==> src/sv/hbn_pkg.sv <==
// Shared types and constants of the barrier tree node.
`default_nettype none
package hbn_pkg;
	localparam int MASK_W_MAX       = 32;
	localparam int ID_W             = 7;
	localparam int LVL_W            = 5;
	localparam int DEF_ID_COUNT     = 128;
	localparam int DEF_MASK_WIDTH   = 32;

	localparam logic [1:0] PORT_N = 2'd0;
	localparam logic [1:0] PORT_S = 2'd1;
	localparam logic [1:0] PORT_E = 2'd2;
	localparam logic [1:0] PORT_W = 2'd3;

	localparam logic [2:0] DEST_UP_EW = 3'd4;
	localparam logic [2:0] DEST_UP_NS = 3'd5;

	localparam logic CMD_REQ  = 1'b0;
	localparam logic CMD_WAKE = 1'b1;

	typedef struct packed {
		logic [2:0]            dest;
		logic                  is_wake;
		logic                  is_error;
		logic [MASK_W_MAX-1:0] level_mask;
		logic [ID_W-1:0]       resp_id;
		logic                  last_item;
	} hbn_res_t;
endpackage
`default_nettype wire

==> src/sv/hbn_decide.sv <==
// Read-modify-write logic: new row contents and the results of one item.
`default_nettype none
module hbn_decide
	import hbn_pkg::*;
#(
	parameter int ID_COUNT   = DEF_ID_COUNT,
	parameter int MASK_WIDTH = DEF_MASK_WIDTH,
	localparam int ROW_W     = 4 * MASK_WIDTH + 4
) (
	input  wire logic [LVL_W-1:0]      level_pos,
	input  wire logic                  cmd,
	input  wire logic [1:0]            port,
	input  wire logic                  parent_axis,
	input  wire logic                  sync_valid,
	input  wire logic [MASK_WIDTH-1:0] mask_in,
	input  wire logic [ID_W-1:0]       sync_id,
	input  wire logic [ROW_W-1:0]      rd_row,
	output logic                       wr_en,
	output logic      [ROW_W-1:0]      wr_row,
	output logic      [1:0]            res_cnt,
	output hbn_res_t                   res0,
	output hbn_res_t                   res1
);
	localparam int CNT_W = $clog2(ID_COUNT + 1);
	localparam int CMP_W = (CNT_W > ID_W) ? CNT_W : ID_W;
	localparam logic [MASK_WIDTH-1:0] FULL = {MASK_WIDTH{1'b1}};

	logic [MASK_WIDTH-1:0] m     [4];
	logic [MASK_WIDTH-1:0] m_new [4];
	logic [1:0]            cnt     [2];
	logic [1:0]            cnt_new [2];
	logic [MASK_WIDTH-1:0] lb;
	logic [MASK_WIDTH-1:0] above;
	logic                  axis;
	logic [1:0]            pa;
	logic [1:0]            pb;
	logic [1:0]            newcnt;
	logic                  hit;
	logic                  up;
	logic                  id_ok;
	logic                  pa_pend;
	logic                  pb_pend;
	logic [2:0]            up_dest;

	function automatic hbn_res_t mk_res(input logic [2:0] d, input logic w, input logic e,
			input logic [MASK_WIDTH-1:0] msk, input logic [ID_W-1:0] id);
		hbn_res_t r;
		r.dest       = d;
		r.is_wake    = w;
		r.is_error   = e;
		r.level_mask = MASK_W_MAX'(msk);
		r.resp_id    = id;
		r.last_item  = 1'b0;
		return r;
	endfunction

	assign id_ok = CMP_W'(sync_id) < CMP_W'(ID_COUNT);

	always_comb begin
		for (int i = 0; i < MASK_WIDTH; i++) begin
			lb[i]    = (LVL_W'(i) == level_pos);
			above[i] = (LVL_W'(i) > level_pos);
		end
		for (int p = 0; p < 4; p++) begin
			m[p] = rd_row[p*MASK_WIDTH +: MASK_WIDTH];
		end
		cnt[0] = rd_row[4*MASK_WIDTH +: 2];
		cnt[1] = rd_row[4*MASK_WIDTH+2 +: 2];

		axis    = (cmd == CMD_WAKE) ? parent_axis : port[1];
		pa      = axis ? PORT_W : PORT_N;
		pb      = axis ? PORT_E : PORT_S;
		up_dest = axis ? DEST_UP_NS : DEST_UP_EW;
		newcnt  = cnt[axis] + 2'd1;
		hit     = |(mask_in & lb);
		up      = |(mask_in & above);
		pa_pend = (m[pa] != FULL);
		pb_pend = (m[pb] != FULL);

		m_new   = m;
		cnt_new = cnt;
		wr_en   = 1'b0;
		res_cnt = 2'd0;
		res0    = '0;
		res1    = '0;

		if (cmd == CMD_REQ) begin
			if (!sync_valid || mask_in == '0 || !id_ok) begin
				res0    = mk_res(3'(port), 1'b0, 1'b1, '0, '0);
				res_cnt = 2'd1;
			end else if (hit) begin
				wr_en       = 1'b1;
				m_new[port] = mask_in;
				if (newcnt < 2'd2) begin
					cnt_new[axis] = newcnt;
				end else begin
					cnt_new[axis] = 2'd0;
					if (!up) begin
						// This level is the top of the barrier: wake both children.
						res0      = mk_res(3'(pa), 1'b1, 1'b0, m_new[pa], sync_id);
						res1      = mk_res(3'(pb), 1'b1, 1'b0, m_new[pb], sync_id);
						res_cnt   = 2'd2;
						m_new[pa] = FULL;
						m_new[pb] = FULL;
					end else begin
						res0    = mk_res(up_dest, 1'b0, 1'b0, mask_in, sync_id);
						res_cnt = 2'd1;
					end
				end
			end else if (up) begin
				wr_en       = 1'b1;
				m_new[port] = mask_in;
				res0        = mk_res(up_dest, 1'b0, 1'b0, mask_in, sync_id);
				res_cnt     = 2'd1;
			end else begin
				res0    = mk_res(3'(port), 1'b0, 1'b1, '0, '0);
				res_cnt = 2'd1;
			end
		end else if (id_ok) begin
			if (pa_pend) begin
				wr_en     = 1'b1;
				m_new[pa] = FULL;
			end
			if (pb_pend) begin
				wr_en     = 1'b1;
				m_new[pb] = FULL;
			end
			if (pa_pend && pb_pend) begin
				res0    = mk_res(3'(pa), 1'b1, 1'b0, lb, sync_id);
				res1    = mk_res(3'(pb), 1'b1, 1'b0, lb, sync_id);
				res_cnt = 2'd2;
			end else if (pa_pend) begin
				res0    = mk_res(3'(pa), 1'b1, 1'b0, lb, sync_id);
				res_cnt = 2'd1;
			end else if (pb_pend) begin
				res0    = mk_res(3'(pb), 1'b1, 1'b0, lb, sync_id);
				res_cnt = 2'd1;
			end
		end

		res0.last_item = (res_cnt == 2'd1);
		res1.last_item = 1'b1;

		for (int p = 0; p < 4; p++) begin
			wr_row[p*MASK_WIDTH +: MASK_WIDTH] = m_new[p];
		end
		wr_row[4*MASK_WIDTH +: 2]   = cnt_new[0];
		wr_row[4*MASK_WIDTH+2 +: 2] = cnt_new[1];
	end
endmodule
`default_nettype wire

==> config.mk <==
export PLATFORM = sky130hd
export DESIGN_NAME = hbn_decide
export DESIGN_NICKNAME = d
export VERILOG_FILES = /design/src/sv/hbn_pkg.sv /design/src/sv/hbn_decide.sv
export SDC_FILE = /design/constraint.sdc
export NUM_CORES = 1
export LEC_CHECK = 0
export BUFFER_PORTS_ARGS = -buffer_cell sky130_fd_sc_hd__buf_2
export CAP_MARGIN = 20
export CORE_AREA = 2 2 159 161
export DETAILED_ROUTE_END_ITERATION = 16
export DIE_AREA = 0 0 161 163
export GPL_TIMING_DRIVEN = 0
export SLEW_MARGIN = 10
export SYNTH_ARGS = -nofsm -noshare
export SYNTH_HDL_FRONTEND = slang
export SYNTH_SLANG_ARGS = --single-unit
==> constraint.sdc <==
create_clock -name vclk -period 4
set_input_delay 0.8 -clock vclk [all_inputs]
set_output_delay 0.8 -clock vclk [all_outputs]
set_load 0.02 [all_outputs]
; After elaboration in Yosys (flattened, before gate mapping)
; Cells that the tools add are included.
[op_classes]
n_addsub = 1
order_cmp = 41
eq_ne = 34
mux = 71
bitwise_logic = 12
n_reduce_logical = 11
[op_table]
columns = op, n
row1 = $mux 128, 9
row2 = $or 128x128->128, 4
row3 = $mux 45, 9
row4 = $mux 32, 11
row5 = $mux 44, 6
row6 = $bmux 32 s2, 4
row7 = $demux 32 s2, 3
row8 = $bwmux 128, 1
row9 = $eq 5x5->1 const A, 16
row10 = $gt 5x5->1 const A, 16
row11 = $and 32x32->32, 2
row12 = $ne 32x32->1 const B, 2
row13 = $reduce_or 32->1, 2
row14 = $eq 4x5->1 const A, 8
row15 = $gt 4x5->1 const A, 8
row16 = $logic_not 32->1, 1
row17 = $mux 2, 12
row18 = $eq 3x5->1 const A, 4
row19 = $gt 3x5->1 const A, 4
row20 = $mux 4, 4
row21 = $eq 2x5->1 const A, 2
row22 = $gt 1x5->1 const A, 2
row23 = $gt 2x5->1 const A, 2
row24 = $mux 1, 10
row25 = other kinds (18), 28
[totals]
ff_bits = 0
in_bits = 181
out_inout_bits = 225
elab_cells = 170

; Logic depth before layout (Yosys ltp)
; Gate-level depths: netlist of run 1.
[depth]
depth_word = 14
ltp_mapped = 14
mapped_depth_nobuf = 11

; Least setup slack after synthesis of run 1
; No wires, ideal clock.
[synth_path]
path_kind = in2out
startpoint = in level_pos[1]
endpoint = out res1[33] (netlist bit)
arrival_time_ns = 3.428
required_ns = 3.200
setup_slack_ns = -0.228
path_stages = 11
cell_sequence = buf_2 > buf_4 > a21boi_0 > o31ai_1 > a41oi_1 > nor4_4 > nand2_2 > or4_1 > buf_2 > buf_6 > o32ai_1
[synth_rtl]
columns = item, line
row1 = from (decl), hbn_decide.sv:10  ; input wire logic [LVL_W-1:0] level_pos,
row2 = to (decl), hbn_decide.sv:22  ; output hbn_res_t res1

; Worst setup path in the final report of run 1
[layout_path]
startpoint = in mask_in[10]
endpoint = out wr_row[116]
[layout_via]
elab_chain_cells = 7
word_cells_on_any_way = 12
cone_classes = 6 x mux / 2 x bitwise / 4 x reduce/logical
[layout_rtl]
columns = item, line
row1 = from (decl), hbn_decide.sv:15  ; input wire logic [MASK_WIDTH-1:0] mask_in,
row2 = $and 32x32->32, hbn_decide.sv:76  ; up = |(mask_in & above);
row3 = $reduce_or 32->1, hbn_decide.sv:76
row4 = $mux 128, hbn_decide.sv:98  ; if (!up) begin
row5 = $mux 128, hbn_decide.sv:94  ; if (newcnt < 2'd2) begin
row6 = $mux 128, hbn_decide.sv:91  ; end else if (hit) begin
row7 = $mux 128 (*), hbn_decide.sv:88  ; if (!sync_valid || mask_in == '0 || !id_ok) begin
row8 = $mux 128 (*), hbn_decide.sv:87  ; if (cmd == CMD_REQ) begin
row9 = to (decl), hbn_decide.sv:19  ; output logic [ROW_W-1:0] wr_row,
; Mark *: on every way between the ends. The rest lies on a longest branch, timed or not.

==> results.py, run 1 <==
metrics = {
    "outcome": {
        "status": "complete, but fails checks",
        "violations": "negative setup slack",
    },
    "hold_path": {
        "hp-class": "primary input to primary output",
    },
    "routing": {
        "topRoutingLayerUsed": "met4",
        "drc": 0,
        "wirelength_um": 44700,
        "vias": 10400,
        "post_drt_via_cell_ratio": 6.25,
        "wire_per_inst_um": 26.8,
        "wl_met3_um": 3970,
        "first_pass_iters": 5,
        "wl_met1_um": 17600,
        "wl_met2_um": 21000,
        "ant_nets": 0,
        "drtIter0Drc": 916,
    },
    "power": {
        "peakVddDrop_uv": 61.2,
        "comb_power_share_pct": 100.0,
        "p_sw_share_pct": 60.5,
        "total_power_mw": 1.46,
        "p_leak_nw": 4.24,
        "power.share.sequential_pct": 0,
        "switchingPower_mw": 0.885,
        "power_density_nw_per_um2": 137,
        "p_clk_share_pct": 0,
        "p_int_mw": 0.579,
    },
    "die": {
        "die_w_um": 161,
        "die_h_um": 163,
        "rows": 58,
        "core_um2": 24700,
        "io_pins": 406,
        "die_area_um2": 26200,
        "start_util_pct": 21.6,
    },
    "yosys": {
        "yosys.area.top_type": "o22a_1",
        "yosysWarnings": 0,
        "synth.distinct_cells": 60,
        "synth_area_leaders": "o22a_1 15%, o21ai_0 13%, o211ai_1 9.1%",
        "synth_top_area_share_pct": 15.3,
        "ys_seq_area_share_pct": 0,
        "syn_area_per_cell_um2": 5.98,
        "synthesis.area_um2": 5340,
        "syn_inst": 893,
    },
    "global_route": {
        "grt_pass1_vias": 9965,
        "grt_max_degree": 11,
        "grt_antenna_before_repair": 0,
        "grt_usage_pct": 31.0,
        "gr-total-overflow": 0,
        "grt_pass1_wl_um": 62700,
    },
    "finish": {
        "nets": 1523,
        "syn_to_final_growth_pct": 100,
        "fin_area_um2": 10700,
        "seqCellArea_um2": 0,
        "clkbuf_count": 0,
        "drive_above_1_share_pct": 48.7,
        "stdcell_count": 1668,
        "antenna_cells": 0,
        "nFlopsAndLatches": 0,
        "fill_cells": 2598,
    },
    "worst_setup_path": {
        "crit_type": "primary input to primary output",
        "worst_ep_required_time_ns": 3.20,
        "crit_slowest_cell": "nor4_4",
        "critical_path.max_fanout": 10,
        "cp.arrival_ns": 3.47,
        "slowest_delay_ns": 0.38,
        "crit_chain": "buf_2 > buf_12 > o31ai_4 > a41oi_2 > nor4_4 > buf_4 > and2_4 > buf_12 > o21ai_1 > nand4_1 > buf_12 > buf_8 > o22a_1 > buf_6",
        "cp_common_cell": "buf_12",
        "worst-path-buf-inv": 7,
        "critPathLaunchType": "primary input",
        "endpoint_kind": "primary output",
        "cp_top_family": "buffers and inverters",
    },
    "placed_design": {
        "dp_cells": 1598,
        "io_buffer_count": 374,
        "gp_congestion": 0.932,
        "place_area_um2": 8090,
        "dpl.hpwl_um": 33300,
    },
    "sta": {
        "setup_slack_ns": -0.274,
        "fmax_mhz": 234,
        "hold_viol_final": 0,
        "slew_headroom_pct": 39.8,
        "drv_slew": 0,
        "hold_slack_ns": 1.92,
        "rsz0062_at_grt": "true",
        "setup_tns_ns": -30.42,
        "finalCritPeriodShare_pct": 107,
        "period_minus_slack_ns": 4.27,
        "worst_pin_slew_ns": 0.900,
        "setup_viol": 208,
    },
    "clock_tree": {
        "hold_buffers": 0,
    },
    "flow_run": {
        "cap_violations": 0,
    },
}
final timing paths:
path,start,to,slack (ns),depth (start not counted)
worst max-delay path,mask_in[10],wr_row[116],-0.27,14
worst min-delay path,sync_id[5],res1[6],1.92,3
routing by layer:
layer | GRT usage [%] | vias up
met4 | 12.5 | 0
met1 | 38.9 | 5016
li1 | - | 4452
met2 | 53.2 | 804
met3 | 4.63 | 147
met5 | 0 | -
power groups by stage:
stage | sequential (mW) | combinational (mW) | clock [mW]
final | 0 | 1.46 | 0
after global routing | 0 | 1.53 | 0
after CTS | 0 | 1.33 | 0
after detailed placement | 0 | 1.15 | 0
after global placement | 0 | 1.14 | 0
after floorplan | 0 | 0.678 | 0
Yosys cell counts, types with 3 or more instances:
cell type,number
nand2_1,39
o22a_1,93
nand4_1,37
nor4_1,15
nor3_1,8
a31oi_1,4
nor2b_1,22
o31ai_1,3
o32ai_1,32
and2_1,12
buf_6,3
a21boi_0,4
o21ai_1,5
buf_2,22
a22oi_1,3
o211ai_1,65
o21a_1,6
nand3_1,21
nor2_1,88
inv_1,11
buf_4,10
a21oi_1,22
nand3b_1,4
a211oi_1,3
nand2b_1,9
clkbuf_1,86
a211o_1,4
a22o_1,3
o22ai_1,71
mux2_2,4
o21ai_0,138
mux2i_1,6
repair_timing:
| action | in CTS | in global routing |
|---|---|---|
| endpoints found under the setup margin | 222 | 215 |
| resized for setup | 407 | 200 |
| pin swaps | 61 | 78 |
| buffers inserted | 47 | 15 |
| gates cloned | 9 | 2 |
tightest hold or removal path, stage by stage:
cell	delay, ns
buf_2	0.08
and2_4	0.13
buf_6	0.11
cell type report:
type	count	area, um^2	area share (%)
Buffer	120	1110	10.4
Inverter	13	62.6	0.585
Multi-Input combinational cell	758	5750	53.7
Tap cell	330	413	3.86
Timing Repair Buffer	447	3360	31.4
metrics by stage:
step / worst slack, ns / utilization (%)
CTS: -0.222 / 40.1
finish: -0.274 / 43.3
global placement: -1.54 / 32.8
global route: -0.343 / 43.3
detailed placement: -1.53 / 32.8
floorplan: -0.102 / -
kinds of logic (layout without fill, tap and decap cells):
family	count (synthesis)	after routing	synth area share (%)
AO/OA/AOI/OAI	469	469	59.9
XOR/XNOR	2	2	0.328
adder cells (fa/ha/maj)	2	2	0.469
buffers and inverters	136	580	11.2
multiplexers	10	10	1.97
other	2	3	0.141
AND/OR/NAND/NOR	272	272	26.0
cells in the final DEF (no fill, tap or decap), drive strengths merged, types with 32 or more instances in the layout:
cell type / Yosys / routed
buf: 37 / 492
o21ai: 143 / 143
o22a: 93 / 93
nor2: 89 / 89
clkbuf: 86 / 75
o22ai: 71 / 71
o211ai: 65 / 65
nand2: 40 / 40
nand4: 37 / 37
o32ai: 32 / 32
Note: power is estimated with default switching activity, not from simulation.
==> run 2: changes to the inputs <==
- PLACE_DENSITY: unset -> 0.51
- clock period: 4 -> 4.3 ns (I/O delays scaled with it)
==> run 2 against run 1 <==
Effect of this change:
- the run still ends with negative setup slack left
- die area is the same
- routed wire length grew 4.6%
- global-route usage increased by 1.8 points
- worst setup slack better by 0.20 ns
- power shrank 13%
- flip-flop and latch count unchanged
- clock-buffer cell count unchanged
- non-clock buffer count down 30
- critical path type unchanged
==> results.py, run 2 (synthesized netlist as in run 1, its figures left out) <==
metrics = {
    "flow_run": {
        "cap_violations": 0,
    },
    "routing": {
        "first_pass_iters": 5,
        "post_drt_via_cell_ratio": 6.27,
        "wirelength_um": 46800,
        "vias": 10300,
        "drc": 0,
        "wire_per_inst_um": 28.6,
        "drtIter0Drc": 1039,
        "ant_nets": 0,
    },
    "power": {
        "p_clk_share_pct": 0,
        "comb_power_share_pct": 100.0,
        "power.share.sequential_pct": 0,
        "total_power_mw": 1.27,
        "p_int_mw": 0.446,
        "power_density_nw_per_um2": 131,
        "p_leak_nw": 3.84,
        "switchingPower_mw": 0.828,
        "peakVddDrop_uv": 66.4,
        "p_sw_share_pct": 65.0,
    },
    "die": {
        "die_h_um": 163,
        "die_w_um": 161,
        "start_util_pct": 21.6,
        "io_pins": 406,
        "core_um2": 24700,
        "rows": 58,
        "die_area_um2": 26200,
    },
    "placed_design": {
        "dpl.hpwl_um": 36100,
        "io_buffer_count": 374,
        "gp_congestion": 1.01,
    },
    "worst_setup_path": {
        "critical_path.max_fanout": 10,
        "critPathLaunchType": "primary input",
        "crit_type": "primary input to primary output",
        "endpoint_kind": "primary output",
        "cp.arrival_ns": 3.51,
        "worst_ep_required_time_ns": 3.44,
    },
    "sta": {
        "setup_viol": 39,
        "setup_tns_ns": -1.13,
        "fmax_mhz": 229,
        "slew_headroom_pct": 42.3,
        "finalCritPeriodShare_pct": 102,
        "setup_slack_ns": -0.0721,
        "hold_viol_final": 0,
        "period_minus_slack_ns": 4.37,
        "rsz0062_at_grt": "true",
        "hold_slack_ns": 2.05,
        "worst_pin_slew_ns": 0.863,
        "drv_slew": 0,
    },
    "finish": {
        "syn_to_final_growth_pct": 81.7,
        "nets": 1493,
        "drive_above_1_share_pct": 48.3,
        "antenna_cells": 0,
        "seqCellArea_um2": 0,
        "layout_common_cells": "329 x buf_2, 109 x o21ai_0, 93 x o22a_1",
        "nFlopsAndLatches": 0,
        "fill_cells": 2751,
        "clkbuf_count": 0,
        "fin_util_pct": 39.3,
        "layout_commonest_cell": "buf_2",
        "multiInputGateArea_um2": 5720,
    },
    "global_route": {
        "grt_usage_pct": 32.8,
        "gr-total-overflow": 0,
        "grt_pass1_vias": 9642,
        "grt_antenna_before_repair": 0,
        "grt_max_degree": 11,
        "grt_pass1_wl_um": 64900,
    },
    "outcome": {
        "violations": "negative setup slack",
        "status": "complete, but fails checks",
    },
    "clock_tree": {
        "hold_buffers": 0,
    },
    "hold_path": {
        "worstHoldPathCells": 3,
        "hp-class": "primary input to primary output",
    },
}
-- run 2: cell count changes in the layout (fill, tap and decap cells not counted), moves of 4 or more --
cell	previous run	this run
clkbuf_2	20	26
clkbuf_4	12	19
buf_2	214	329
clkbuf_8	10	4
o21ai_0	119	109
buf_6	112	31
o32ai_4	28	21
buf_4	138	73
o32ai_2	4	9
and2_4	6	2
o21ai_2	6	13
-- run 2: worst max-delay path, stage by stage --
cell,delay [ns]
buf_2,0.14
clkbuf_4,0.23
nand2b_1,0.17
o22ai_1,0.14
o22ai_2,0.11
nor4_4,0.36
nand2_2,0.14
or4_4,0.57
buf_12,0.17
buf_12,0.14
o32ai_2,0.26
buf_4,0.19
-- run 2: final timing paths --
path,from,endpoint,slack [ns]
setup / recovery,mask_in[31],res1[33],-0.07
hold / removal,sync_id[6],res1[7],2.05
-- run 2: power groups by stage --
| stage | sequential [mW] | clock [mW] | combinational [mW] |
|---|---|---|---|
| CTS | 0 | 0 | 1.20 |
| global placement | 0 | 0 | 1.06 |
| floorplan | 0 | 0 | 0.597 |
| global route | 0 | 0 | 1.33 |
| finish | 0 | 0 | 1.27 |
| detailed placement | 0 | 0 | 1.05 |
-- run 2: timing repair --
| item | CTS | global route |
|---|---|---|
| setup endpoints to repair | 218 | 197 |
| pin swaps | 34 | 41 |
| endpoints found under the hold margin | 0 | 0 |
| cloned | 1 | 4 |
| gates resized for setup | 332 | 118 |
| setup buffers | 24 | 15 |
-- run 2: cell type report --
class | instances | share of cell area (%)
well taps | 330 | 4.26
repair buffers | 419 | 26.6
inverters | 13 | 0.645
multi-input cells | 758 | 59.0
plain buffers | 118 | 9.49
-- run 2: metrics by stage --
stage | cell area (um^2) | std cells | setup slack (ns)
floorplan | 5340 | 894 | -0.0476
global placement | 7630 | 1598 | -1.62
detailed placement | 7640 | 1599 | -1.37
CTS | 9210 | 1622 | -0.0447
global route | 9700 | 1638 | -0.0982
finish | 9700 | 1638 | -0.0721
-- run 2: layer usage --
metal	part of all wire, %	track usage, %	up-vias
met5	0	0	-
met4	2.9	8.40	0
met3	11	7.64	92
met2	45	54.1	821
met1	40	43.1	4971
li1	-	-	4379
