## config.mk

```make
export PLATFORM = sky130hd
export DESIGN_NAME = hbn_out_buf
export DESIGN_NICKNAME = d
export VERILOG_FILES = /design/src/sv/hbn_pkg.sv /design/src/sv/hbn_out_buf.sv
export SDC_FILE = /design/constraint.sdc
export NUM_CORES = 1
export LEC_CHECK = 0
export ABC_CLOCK_PERIOD_IN_PS = 2870
export BUFFER_PORTS_ARGS = -buffer_cell sky130_fd_sc_hd__clkbuf_2
export CORE_ASPECT_RATIO = 0.6
export CORE_MARGIN = 8
export CORE_UTILIZATION = 30
export DETAILED_ROUTE_END_ITERATION = 6
export SYNTH_ARGS = -nofsm -noshare
export SYNTH_HDL_FRONTEND = slang
export SYNTH_SLANG_ARGS = --single-unit
```

## constraint.sdc

```tcl
create_clock -name clk -period 2.87 [get_ports clk]
set_input_delay 0.287 -clock clk [delete_from_list [all_inputs] [get_ports clk]]
set_output_delay 0.287 -clock clk [all_outputs]
set_load 0.02 [all_outputs]
```

## src/sv/hbn_pkg.sv

```systemverilog
// Shared types and constants of the barrier tree node.
`default_nettype none
package hbn_pkg;
	localparam int MASK_W_MAX       = 32;
	localparam int ID_W             = 7;
	localparam int LVL_W            = 5;
	localparam int DEF_ID_COUNT     = 128;
	localparam int DEF_MASK_WIDTH   = 32;

	localparam logic [1:0] PORT_N = 2'd0;
	localparam logic [1:0] PORT_S = 2'd1;
	localparam logic [1:0] PORT_E = 2'd2;
	localparam logic [1:0] PORT_W = 2'd3;

	localparam logic [2:0] DEST_UP_EW = 3'd4;
	localparam logic [2:0] DEST_UP_NS = 3'd5;

	localparam logic CMD_REQ  = 1'b0;
	localparam logic CMD_WAKE = 1'b1;

	typedef struct packed {
		logic [2:0]            dest;
		logic                  is_wake;
		logic                  is_error;
		logic [MASK_W_MAX-1:0] level_mask;
		logic [ID_W-1:0]       resp_id;
		logic                  last_item;
	} hbn_res_t;
endpackage
`default_nettype wire

```

## src/sv/hbn_out_buf.sv

```systemverilog
// Two-entry result buffer that separates the output channel from the core.
`default_nettype none
module hbn_out_buf
	import hbn_pkg::*;
(
	input  wire logic       clk,
	input  wire logic       arst_n,
	input  wire logic       load,
	input  wire logic [1:0] res_cnt,
	input  wire hbn_res_t   res0,
	input  wire hbn_res_t   res1,
	input  wire logic       rsp_ready,
	output logic            load_ok,
	output logic            rsp_valid,
	output hbn_res_t        head
);
	hbn_res_t   e0_q;
	hbn_res_t   e1_q;
	logic [1:0] cnt_q;
	logic       pop;

	assign rsp_valid = (cnt_q != 2'd0);
	assign pop       = rsp_valid && rsp_ready;
	// New results are taken only once the buffer is empty after this cycle's pop.
	assign load_ok   = (cnt_q == 2'd0) || (cnt_q == 2'd1 && pop);
	assign head      = e0_q;

	always_ff @(posedge clk or negedge arst_n) begin
		if (!arst_n) begin
			cnt_q <= 2'd0;
		end else if (load && load_ok) begin
			cnt_q <= res_cnt;
		end else if (pop) begin
			cnt_q <= cnt_q - 2'd1;
		end
	end

	always_ff @(posedge clk) begin
		if (load && load_ok) begin
			e0_q <= res0;
			e1_q <= res1;
		end else if (pop) begin
			e0_q <= e1_q;
		end
	end
endmodule
`default_nettype wire

```

After elaboration in Yosys (flattened, before gate mapping). Index checks and enable logic that the tools add are counted.

Flip-flop bits (word level): 92. Bits of input ports: 96. Output and inout port bits: 47. Logic and storage cells: 26.

$add $sub $neg: 1. Equality and inequality tests: 1. Mux-type cells: 4. Reduce and logical (&&, ||, !) cells: 7.

Operators by type and width (number): 2-to-1 mux 45 bit (2); 2-to-1 mux 2 bit (2); nonzero test 2 bit (2); logical AND 1 bit (3); == test 2 x 1 -> 1 bit, second input constant (1); logical NOT 2 bit (1); subtractor 2 x 1 -> 2 bit, second input constant (1); logical OR 1 bit (1).

Longest topological paths before layout. Gate-level depths: netlist of the first run.

Word-level depth: 6. Gate-level depth with buffers: 7. Depth with buffers taken out: 5.

Least setup slack after synthesis of the first run. Ideal clock, no wire load.

Path type: reg2reg. From: register cnt_q[0]. To: register e1_q[0] (netlist bit), enable pin. Setup time: 0.399 ns. Data arrival time: 2.023 ns. Required time: 2.471 ns. Path slack: 0.448 ns. Stages on the path, launching flop included: 8. Period minus slack after synthesis: 2.422 ns. Cells stage by stage: dfrtp_1 > inv_1 > ha_1 > a21o_4 > nand2_4 > buf_6 > buf_8 > inv_1.

Cells in the longest elaborated chain, start to end: 5. Elaborated cells on any way between the ends: 7.

Ends and longest elaborated chain: start: declaration (line hbn_out_buf.sv:19) `logic [1:0] cnt_q;`; start signal: assignment (line hbn_out_buf.sv:32) `cnt_q <= res_cnt;`; start signal: assignment (line hbn_out_buf.sv:34) `cnt_q <= cnt_q - 2'd1;`; nonzero test 2 bit (line hbn_out_buf.sv:22) `assign rsp_valid = (cnt_q != 2'd0);`; logical AND 1 bit (line hbn_out_buf.sv:23) `assign pop = rsp_valid && rsp_ready;`; logical AND 1 bit (line hbn_out_buf.sv:25) `assign load_ok = (cnt_q == 2'd0) || (cnt_q == 2'd1 && pop);`; logical OR 1 bit (*) (line hbn_out_buf.sv:25); net load_ok (line hbn_out_buf.sv:13) `output logic load_ok,`; logical AND 1 bit (*) (line hbn_out_buf.sv:39) `if (load && load_ok) begin`; end signal: assignment (line hbn_out_buf.sv:41) `e1_q <= res1;`; end: declaration (line hbn_out_buf.sv:18) `hbn_res_t e1_q;`.

The timed path passes the listed nets; every way through them passes the cells marked *. A chain may end at the register's enable or synchronous reset.

Final worst setup path of the first run.
From: register cnt_q[0]. To: register e0_q, in the netlist head[17], data pin.

Cells in the longest elaborated chain, start to end: 6. Elaborated cells on any way between the ends: 8.

Ends and longest elaborated chain: nonzero test 2 bit (line hbn_out_buf.sv:22); logical AND 1 bit (line hbn_out_buf.sv:23); logical AND 1 bit (line hbn_out_buf.sv:25); logical OR 1 bit (*) (line hbn_out_buf.sv:25); logical AND 1 bit (*) (line hbn_out_buf.sv:39); 2-to-1 mux 45 bit (*) (line hbn_out_buf.sv:39); end signal: assignment (line hbn_out_buf.sv:40) `e0_q <= res0;`; end signal: assignment (line hbn_out_buf.sv:43) `e0_q <= e1_q;`; end: declaration (line hbn_out_buf.sv:17) `hbn_res_t e0_q;`.

Every way passes the cells marked *; elsewhere a longest branch is shown, timed or not.

==> flow_summary.ini, run 1 <==
[run_status]
status = complete, no violations

[timing]
fin_setup_tns_ns = 0
worstMarginPinSlew_ns = 0.531
period_share = 0.737
hold_viol_final = 0
max_freq_mhz = 472
skew_ns = 0.00300
finalCriticalPeriod_ns = 2.12
slew_headroom = 0.646
slew_violations = 0
rsz0062_at_grt = false
finalSetupViolations = 0

[power]
power.internal_mw = 3.29
p_clk_frac = 0.242
pwr-share-seq = 0.450
switching_share = 0.305
power.density_nw_per_um2 = 1000
p_sw_mw = 1.44
ir_worst_vdd_uv = 380
combPwrFrac = 0.308
p_total_mw = 4.73
leakagePower_nw = 2.00

[worst_setup_path]
cp.depth = 6
cp.arrival_ns = 2.20
r2r_end = head[17]
worstSetupEndpointType = flip-flop
crit_buf_inv = 2
cp_max_fo = 30
required_ns = 2.95
worstPathCellList = inv_1 > ha_1 > a21o_4 > nand2_4 > buf_4 > mux2_2
reg2regPathDepth = 6
cp_top_family = simple AND/OR/NAND/NOR gates
crit_path_start_kind = flip-flop
critPathKind = flip-flop to flip-flop
crit_path_max_incr_delay_ns = 0.40
slowest_stage = nand2_4
r2r-start = cnt_q[0]
r2r_slack_ns = 0.75

[route]
firstDrtPassIters = 4
wire_per_inst_microns = 17.1
drt_iter0_drc = 74
route.detailed.drc = 0
num_vias = 1985
drtAntennaViolNets = 0
wirelength_microns = 8140
vias_per_cell = 4.17

[global_routing]
grt_max_degree = 35
grt_pass1_vias = 2285
grt_usage = 0.107
antenna_found_initial = 0
gr-total-overflow = 0
grt_first_pass_wirelength_microns = 12600

[clock_tree]
clockRootBuffer = clkbuf_16
cts_resized = 0
post_cts_buffers = 0
cts_sinks = 92
cts_max_path_buffers = 2
hold_buffers = 1
numCtsBuffers = 9
clkLatencyLatePin_ns = 0.33
ctsHtreeMaxLevel = 3
path_clk_slew_ns = 0.06
cts_tree = yes

[worst_hold_path]
min-delay-start = res1[35]
hold_path_class = primary input to flip-flop
hold_end = e1_q[35]
whs_path_depth = 1

[final_layout]
num-fill-cells = 1080
fin_nets = 409
num_antenna_cells = 0
layout-drive-gt1-share = 0.671
area_growth_pct = 34.5

[floorplanning]
row_count = 30
io_pins = 143
fp.dieW_microns = 156
die-area_sq_um = 15500
core_sq_um = 11300
dieHeight_microns = 99.8
start_util = 0.310

[synthesis]
synth-simple-area-share = 0.00535
netlist_top_cells_area = edfxtp_1 77%, mux2_2 9.0%, mux2_4 8.1%, dfrtp_1 1.4%, buf_8 0.86%
synth_compound_area_frac = 0.00642
yosys.area_share.xor_xnor = 0.00250
seq_area_frac_synth = 0.784
synth_edf_count = 90
synth_top_family_by_area = multiplexers
syn_area_sq_um = 3510
yosysWarningCount = 0
synth_area_leader_cell = edfxtp_1
synth_nets = 254
yosysUniqueCellTypes = 15
ys_seq_elements = 92
synth_fa_ha_area_frac = 0.00713
synthArstFlopShare = 0.0217
yosysMostFrequentCell = edfxtp_1
avgSynthCellArea_sq_um = 22.5
synthTopCellsByCount = 90 x edfxtp_1, 28 x mux2_2, 19 x mux2_4
synth-main-ff-cell = edfxtp_1
muxShareOfSynthArea = 0.174
synthCells = 156
synth_top_area_share = 0.770

[placement]
post-dp-hpwl_microns = 6140
io_buffers = 142
gp_congestion = 0.732

[flow_run]
cap_violations = 0
## worst max-delay path by stage
stage | from | to | slack, ns
final | cnt_q[0] | head[17] | 0.75
after global routing | cnt_q[0] | head[17] | 0.65
after CTS | cnt_q[0] | head[17] | 0.71
after detailed placement | cnt_q[0] | head[4] | 0.72
after global placement | cnt_q[0] | head[4] | 0.79
after floorplan | cnt_q[0] | e1_q[0] | 0.45
## registers in the layout, summed over array words and instances (netlist names)
name and count:
cnt_q 2, e1_q 45, head 45
## kinds of logic after synthesis
kind of cell	count (synthesis)
AO/OA/AOI/OAI	2
XOR/XNOR	1
adder cells (fa/ha/maj)	2
buffers and inverters	9
flip-flops	92
multiplexers	48
AND/OR/NAND/NOR	2
## cell usage in the layout, fill, tap and decap left out
cell	n
buf_4	5
nand2_4	1
a21o_2	1
ha_1	2
clkbuf_1	3
mux2_2	28
inv_1	3
mux2_4	19
a21o_4	1
dfrtp_1	2
clkinv_2	1
bufinv_16	1
xnor2_1	1
dlygate4sd3_1	1
buf_12	1
inv_2	1
mux2i_1	1
edfxtp_1	90
clkinvlp_4	2
clkbuf_2	142
and2b_1	1
clkbuf_16	9
## worst register-to-register path: stages (launching register included)
cell,delay (ns)
dfrtp_1,0.35
inv_1,0.07
ha_1,0.25
a21o_4,0.21
nand2_4,0.40
buf_4,0.25
mux2_2,0.34
## final cells by class
class | instances | area, sq um | area share
clock buffers | 12 | 236 | 0.0501
inverters | 4 | 15.0 | 0.00318
clock inverters | 4 | 50.0 | 0.0106
flip-flops and latches | 92 | 2750 | 0.583
repair buffers | 149 | 778 | 0.165
well taps | 160 | 200 | 0.0424
multi-input cells | 55 | 687 | 0.146
## power by group through the flow
stage	logic (mW)	clock network (mW)	registers, mW
finish	1.46	1.15	2.13
global route	1.57	1.23	2.17
CTS	1.50	1.18	2.14
detailed placement	1.49	0	2.16
global placement	1.46	0	2.15
floorplan	0.684	0	2.46
## per-stage QoR
stage	hold WS [ns]	area [sq um]	setup slack (ns)	cells	util
floorplan	-0.00859	3510	0.448	156	-
global placement	0.0775	4420	0.790	459	0.390
detailed placement	0.0773	4420	0.721	459	0.390
CTS	0.107	4720	0.707	476	0.416
global route	0.107	4720	0.652	476	0.416
finish	0.126	4720	0.753	476	0.416
## routing by layer
layer  global-route usage  up-vias  share of wire
li1                     -      919              -
met1                0.124      952           0.43
met2                0.159      105           0.42
met3               0.0682        9           0.13
met4               0.0334        0          0.011
met5                    0        -              0
Power figures use the tool's default switching activity.
==> run 2: changes to the inputs <==
--- a/config.mk
+++ b/config.mk
@@ -5,7 +5,7 @@
 export SDC_FILE = /design/constraint.sdc
 export NUM_CORES = 1
 export LEC_CHECK = 0
-export ABC_CLOCK_PERIOD_IN_PS = 2870
+export ABC_CLOCK_PERIOD_IN_PS = 1900
 export BUFFER_PORTS_ARGS = -buffer_cell sky130_fd_sc_hd__clkbuf_2
 export CORE_ASPECT_RATIO = 0.6
 export CORE_MARGIN = 8
==> constraint.sdc (replaced) <==
create_clock -name clk -period 1.9 [get_ports clk]
set_input_delay 0.19 -clock clk [delete_from_list [all_inputs] [get_ports clk]]
set_output_delay 0.19 -clock clk [all_outputs]
set_load 0.02 [all_outputs]
==> run 2 against run 1 <==
Final cell count unchanged. Clock skew up 0.0038 ns. Clock-buffer cell count shrank 2.
==> flow_summary.ini, run 2 (same netlist as run 1, synthesis figures left out) <==
[placement]
io_buffers = 142
gp_congestion = 0.690
post-place-cells = 459
post-dp-hpwl_microns = 5970

[worst_hold_path]
hold_path_class = primary input to flip-flop
min-delay-start = res1[9]

[floorplanning]
row_count = 30
io_pins = 143
fp.dieW_microns = 156
core_sq_um = 11300
die-area_sq_um = 15500
start_util = 0.310
dieHeight_microns = 99.8

[timing]
rsz0062_at_grt = false
worstMarginPinSlew_ns = 0.192
slew_headroom = 0.872
max_freq_mhz = 587
fin_setup_tns_ns = 0
skew_ns = 0.00679
slew_violations = 0
period_share = 0.897
finalSetupViolations = 0
hold_viol_final = 0
finalCriticalPeriod_ns = 1.70

[run_status]
status = complete, no violations

[worst_setup_path]
r2r-start = cnt_q[0]
startpoint = cnt_q[0]
r2r_slack_ns = 0.20
cp_max_fo = 24
crit_path_start_kind = flip-flop
worstSetupEndpointType = flip-flop
required_ns = 1.98
critPathKind = flip-flop to flip-flop
cp.arrival_ns = 1.79

[final_layout]
ff_latch_area_sq_um = 2750
layout-drive-gt1-share = 0.687
multi_input_area_sq_um = 692
instances_no_fill = 476
num_antenna_cells = 0
most-common-layout-cells = 142 x clkbuf_2, 90 x edfxtp_1, 28 x mux2_2
layout_commonest_cell = clkbuf_2
fin_nets = 409
num-fill-cells = 1047
area_growth_pct = 36.2

[flow_run]
cap_violations = 0

[global_routing]
grt_usage = 0.0994
grt_first_pass_wirelength_microns = 11700
grt_pass1_vias = 2302
antenna_found_initial = 0
grt_max_degree = 27
gr-total-overflow = 0

[clock_tree]
post_cts_buffers = 0
path_clk_slew_ns = 0.07
cts_tree = yes
cts_sinks = 92
cts_resized = 0
clkLatencyLatePin_ns = 0.33
numCtsBuffers = 9
hold_buffers = 1
cts_max_path_buffers = 2
ctsHtreeMaxLevel = 3
clockRootBuffer = clkbuf_16

[route]
vias_per_cell = 4.03
num_vias = 1916
drt_iter0_drc = 60
route.detailed.drc = 0
wirelength_microns = 7680
drtAntennaViolNets = 0
firstDrtPassIters = 4
wire_per_inst_microns = 16.1

[power]
pwr-share-seq = 0.448
p_sw_mw = 2.20
power.internal_mw = 4.95
switching_share = 0.308
power.density_nw_per_um2 = 1490
ir_worst_vdd_uv = 516
p_clk_frac = 0.228
leakagePower_nw = 2.01
combPwrFrac = 0.324
-- run 2: path summary, 6_finish.rpt --
check | endpoint | cells after the start
worst min-delay path | e1_q[9] | 1
min in group asynchronous | cnt_q[1] | 2
worst max-delay path | head[10] | 6
worst min register to register | head[40] | 1
worst max register to register | head[10] | 6
max in group asynchronous | cnt_q[0] | 2
-- run 2: final cells by class --
class,instances,area share
well taps,160,0.0419
clock buffers,10,0.0479
flip-flops and latches,92,0.576
repair buffers,149,0.176
inverters,4,0.00393
multi-input cells,55,0.145
clock inverters,6,0.00995
-- run 2: metal layers --
layer	wire length, microns	up-vias	global-route usage	part of all wire
met3	943	8	0.0622	0.12
met5	0	-	0	0
met4	67	0	0.0289	0.0087
met2	3460	90	0.163	0.45
li1	-	919	-	-
met1	3210	899	0.105	0.42
-- run 2: power groups by stage --
stage / registers [mW] / clock network (mW) / logic, mW
after floorplan: 3.71 / 0 / 1.06
after global placement: 3.22 / 0 / 2.35
after detailed placement: 3.25 / 0 / 2.37
after CTS: 3.21 / 1.70 / 2.38
after global routing: 3.26 / 1.76 / 2.49
final: 3.20 / 1.63 / 2.31
-- run 2: stage by stage --
| stage | hold slack, ns | total power, mW | util | worst slack, ns | instance area (sq um) |
|---|---|---|---|---|---|
| floorplan | -0.106 | 4.77 | - | -0.250 | 3530 |
| global placement | -0.0208 | 5.58 | 0.396 | 0.210 | 4490 |
| detailed placement | -0.0206 | 5.62 | 0.396 | 0.187 | 4490 |
| CTS | 0.0136 | 7.28 | 0.422 | 0.187 | 4780 |
| global route | 0.0105 | 7.52 | 0.422 | 0.113 | 4780 |
| finish | 0.0307 | 7.15 | 0.422 | 0.197 | 4780 |
-- run 2: critical path: stages (launching register included) --
cell,delay [ns]
dfrtp_1,0.36
inv_2,0.05
ha_2,0.19
a21o_4,0.19
nand2_4,0.08
buf_12,0.20
mux2_2,0.36
==> run 3: changes to the inputs <==
--- a/config.mk
+++ b/config.mk
@@ -7,7 +7,7 @@
 export LEC_CHECK = 0
 export ABC_CLOCK_PERIOD_IN_PS = 1900
 export BUFFER_PORTS_ARGS = -buffer_cell sky130_fd_sc_hd__clkbuf_2
-export CORE_ASPECT_RATIO = 0.6
+export CORE_ASPECT_RATIO = 1.2
 export CORE_MARGIN = 8
 export CORE_UTILIZATION = 30
 export DETAILED_ROUTE_END_ITERATION = 6
==> run 3 against run 2 <==
Global-route usage hardly changed. Clock power increased by 6%. Die area down 0.64%. Largest power group unchanged. Flip-flop and latch count is the same. Sequential power barely moved. Core utilization is 0.73 points lower. Setup slack got worse by 0.028 ns. Non-clock buffer count decreased by 1. First-iteration DRC count fell by 3.3%. Highest routed layer unchanged. Clock skew increased by 0.0022 ns. Design area decreased by 0.18%.
==> flow_summary.ini, run 3 (same netlist as run 1, synthesis figures left out) <==
[worst_setup_path]
crit_end = e1_q[2]
crit_path_max_incr_delay_ns = 0.36
crit_path_start_kind = flip-flop
cp_common_cell = buf_12
slowest_stage = dfrtp_1
cp.depth = 7
startpoint = cnt_q[0]
reg2regPathDepth = 7
cp_max_fo = 29
critPathKind = flip-flop to flip-flop
crit_buf_inv = 4
r2r-start = cnt_q[0]
r2r_slack_ns = 0.17
r2r_end = e1_q[2]
required_ns = 1.99
cp.arrival_ns = 1.82
cp_top_family = buffers and inverters
worstSetupEndpointType = flip-flop
worstPathCellList = inv_2 > ha_2 > a21o_4 > nand2_4 > buf_12 > clkinvlp_4 > buf_12

[timing]
worstMarginPinSlew_ns = 0.262
hold-worst-slack_ns = 0.0254
slew_headroom = 0.825
max_freq_mhz = 578
skew_ns = 0.00899
slew_violations = 0
finalCriticalPeriod_ns = 1.73
fin_setup_tns_ns = 0
rsz0062_at_grt = false
finalSetupViolations = 0
period_share = 0.911
hold_viol_final = 0

[clock_tree]
clkLatencyLatePin_ns = 0.34
cts_tree = yes
clockRootBuffer = clkbuf_16
ctsHtreeMaxLevel = 3
post_cts_buffers = 0
cts_max_path_buffers = 2
cts_resized = 0
cts_sinks = 92
hold_buffers = 1
path_clk_slew_ns = 0.07
numCtsBuffers = 9

[final_layout]
num_antenna_cells = 0
instances_no_fill = 472
layout-drive-gt1-share = 0.689
postLayoutCellArea_sq_um = 4770
fin_nets = 408
most-common-layout-cells = 142 x clkbuf_2, 90 x edfxtp_1, 28 x mux2_2
area_growth_pct = 36.0
postLayoutCoreUtil = 0.414
layout_commonest_cell = clkbuf_2
num-fill-cells = 1099

[route]
vias_per_cell = 4.00
route.detailed.drc = 0
drt_iter0_drc = 58
num_vias = 1889
drtAntennaViolNets = 0
firstDrtPassIters = 2
wirelength_microns = 7580
wire_per_inst_microns = 16.1

[global_routing]
grt_max_degree = 46
grt_pass1_vias = 2221
gr-total-overflow = 0
grt_first_pass_wirelength_microns = 11300
antenna_found_initial = 0
grt_usage = 0.0998

[floorplanning]
row_count = 43
fp.dieW_microns = 115
dieHeight_microns = 134
die-area_sq_um = 15400
io_pins = 143
start_util = 0.305
core_sq_um = 11500

[flow_run]
cap_violations = 0

[power]
leakagePower_nw = 2.01
power.density_nw_per_um2 = 1510
ir_worst_vdd_uv = 562

[run_status]
status = complete, no violations

[worst_hold_path]
hold_path_class = primary input to flip-flop

[placement]
post-place-cells = 455
place_area_sq_um = 4470
gp_congestion = 0.663
io_buffers = 142
post-dp-hpwl_microns = 5700
run 3: worst reg2reg max path, delay by kind of cell (launching register included):
family | cells | cell delay (ns)
fa+ha+maj | 1 | 0.19
simple gates | 1 | 0.08
buf+inv | 4 | 0.66
compound gates | 1 | 0.20
flops | 1 | 0.36
run 3: power breakdown:
part / switching, mW / total (mW) / internal [mW] / leakage [nW]
sequential: 0.153 / 3.20 / 3.05 / 0.877
combinational: 1.30 / 2.27 / 0.967 / 0.989
clock: 0.713 / 1.73 / 1.01 / 0.145
total: 2.16 / 7.19 / 5.03 / 2.01
run 3: per-layer routing:
metal  vias to the layer above  routed length (microns)  track usage
met5                         -                        0            0
met4                         0                       97       0.0417
met3                         6                      674       0.0505
met2                        86                     3850        0.170
met1                       881                     2960        0.101
li1                        916                        -            -
run 3: metrics by stage:
stage	power [mW]	setup WS, ns
4_1_cts	7.34	0.143
3_3_place_gp	5.54	0.181
6_report	7.19	0.169
2_1_floorplan	4.77	-0.250
5_1_grt	7.56	0.0806
3_5_place_dp	5.58	0.155
run 3: layout make-up:
cell class	count	area (sq um)	area share
inverters	4	18.8	0.00393
well taps	157	196	0.0412
multi-input cells	55	692	0.145
clock inverters	7	66.3	0.0139
repair buffers	148	821	0.172
flip-flops and latches	92	2750	0.577
clock buffers	9	225	0.0472
run 3: how the worst min path moves through the flow:
stage / startpoint / end / depth (start not counted)
floorplan: arst_n / cnt_q[0] / 0
global placement: arst_n / cnt_q[0] / 1
CTS: res1[12] / e1_q[12] / 1
global route: res1[12] / e1_q[12] / 1
detailed placement: arst_n / cnt_q[0] / 1
finish: res1[12] / e1_q[12] / 1
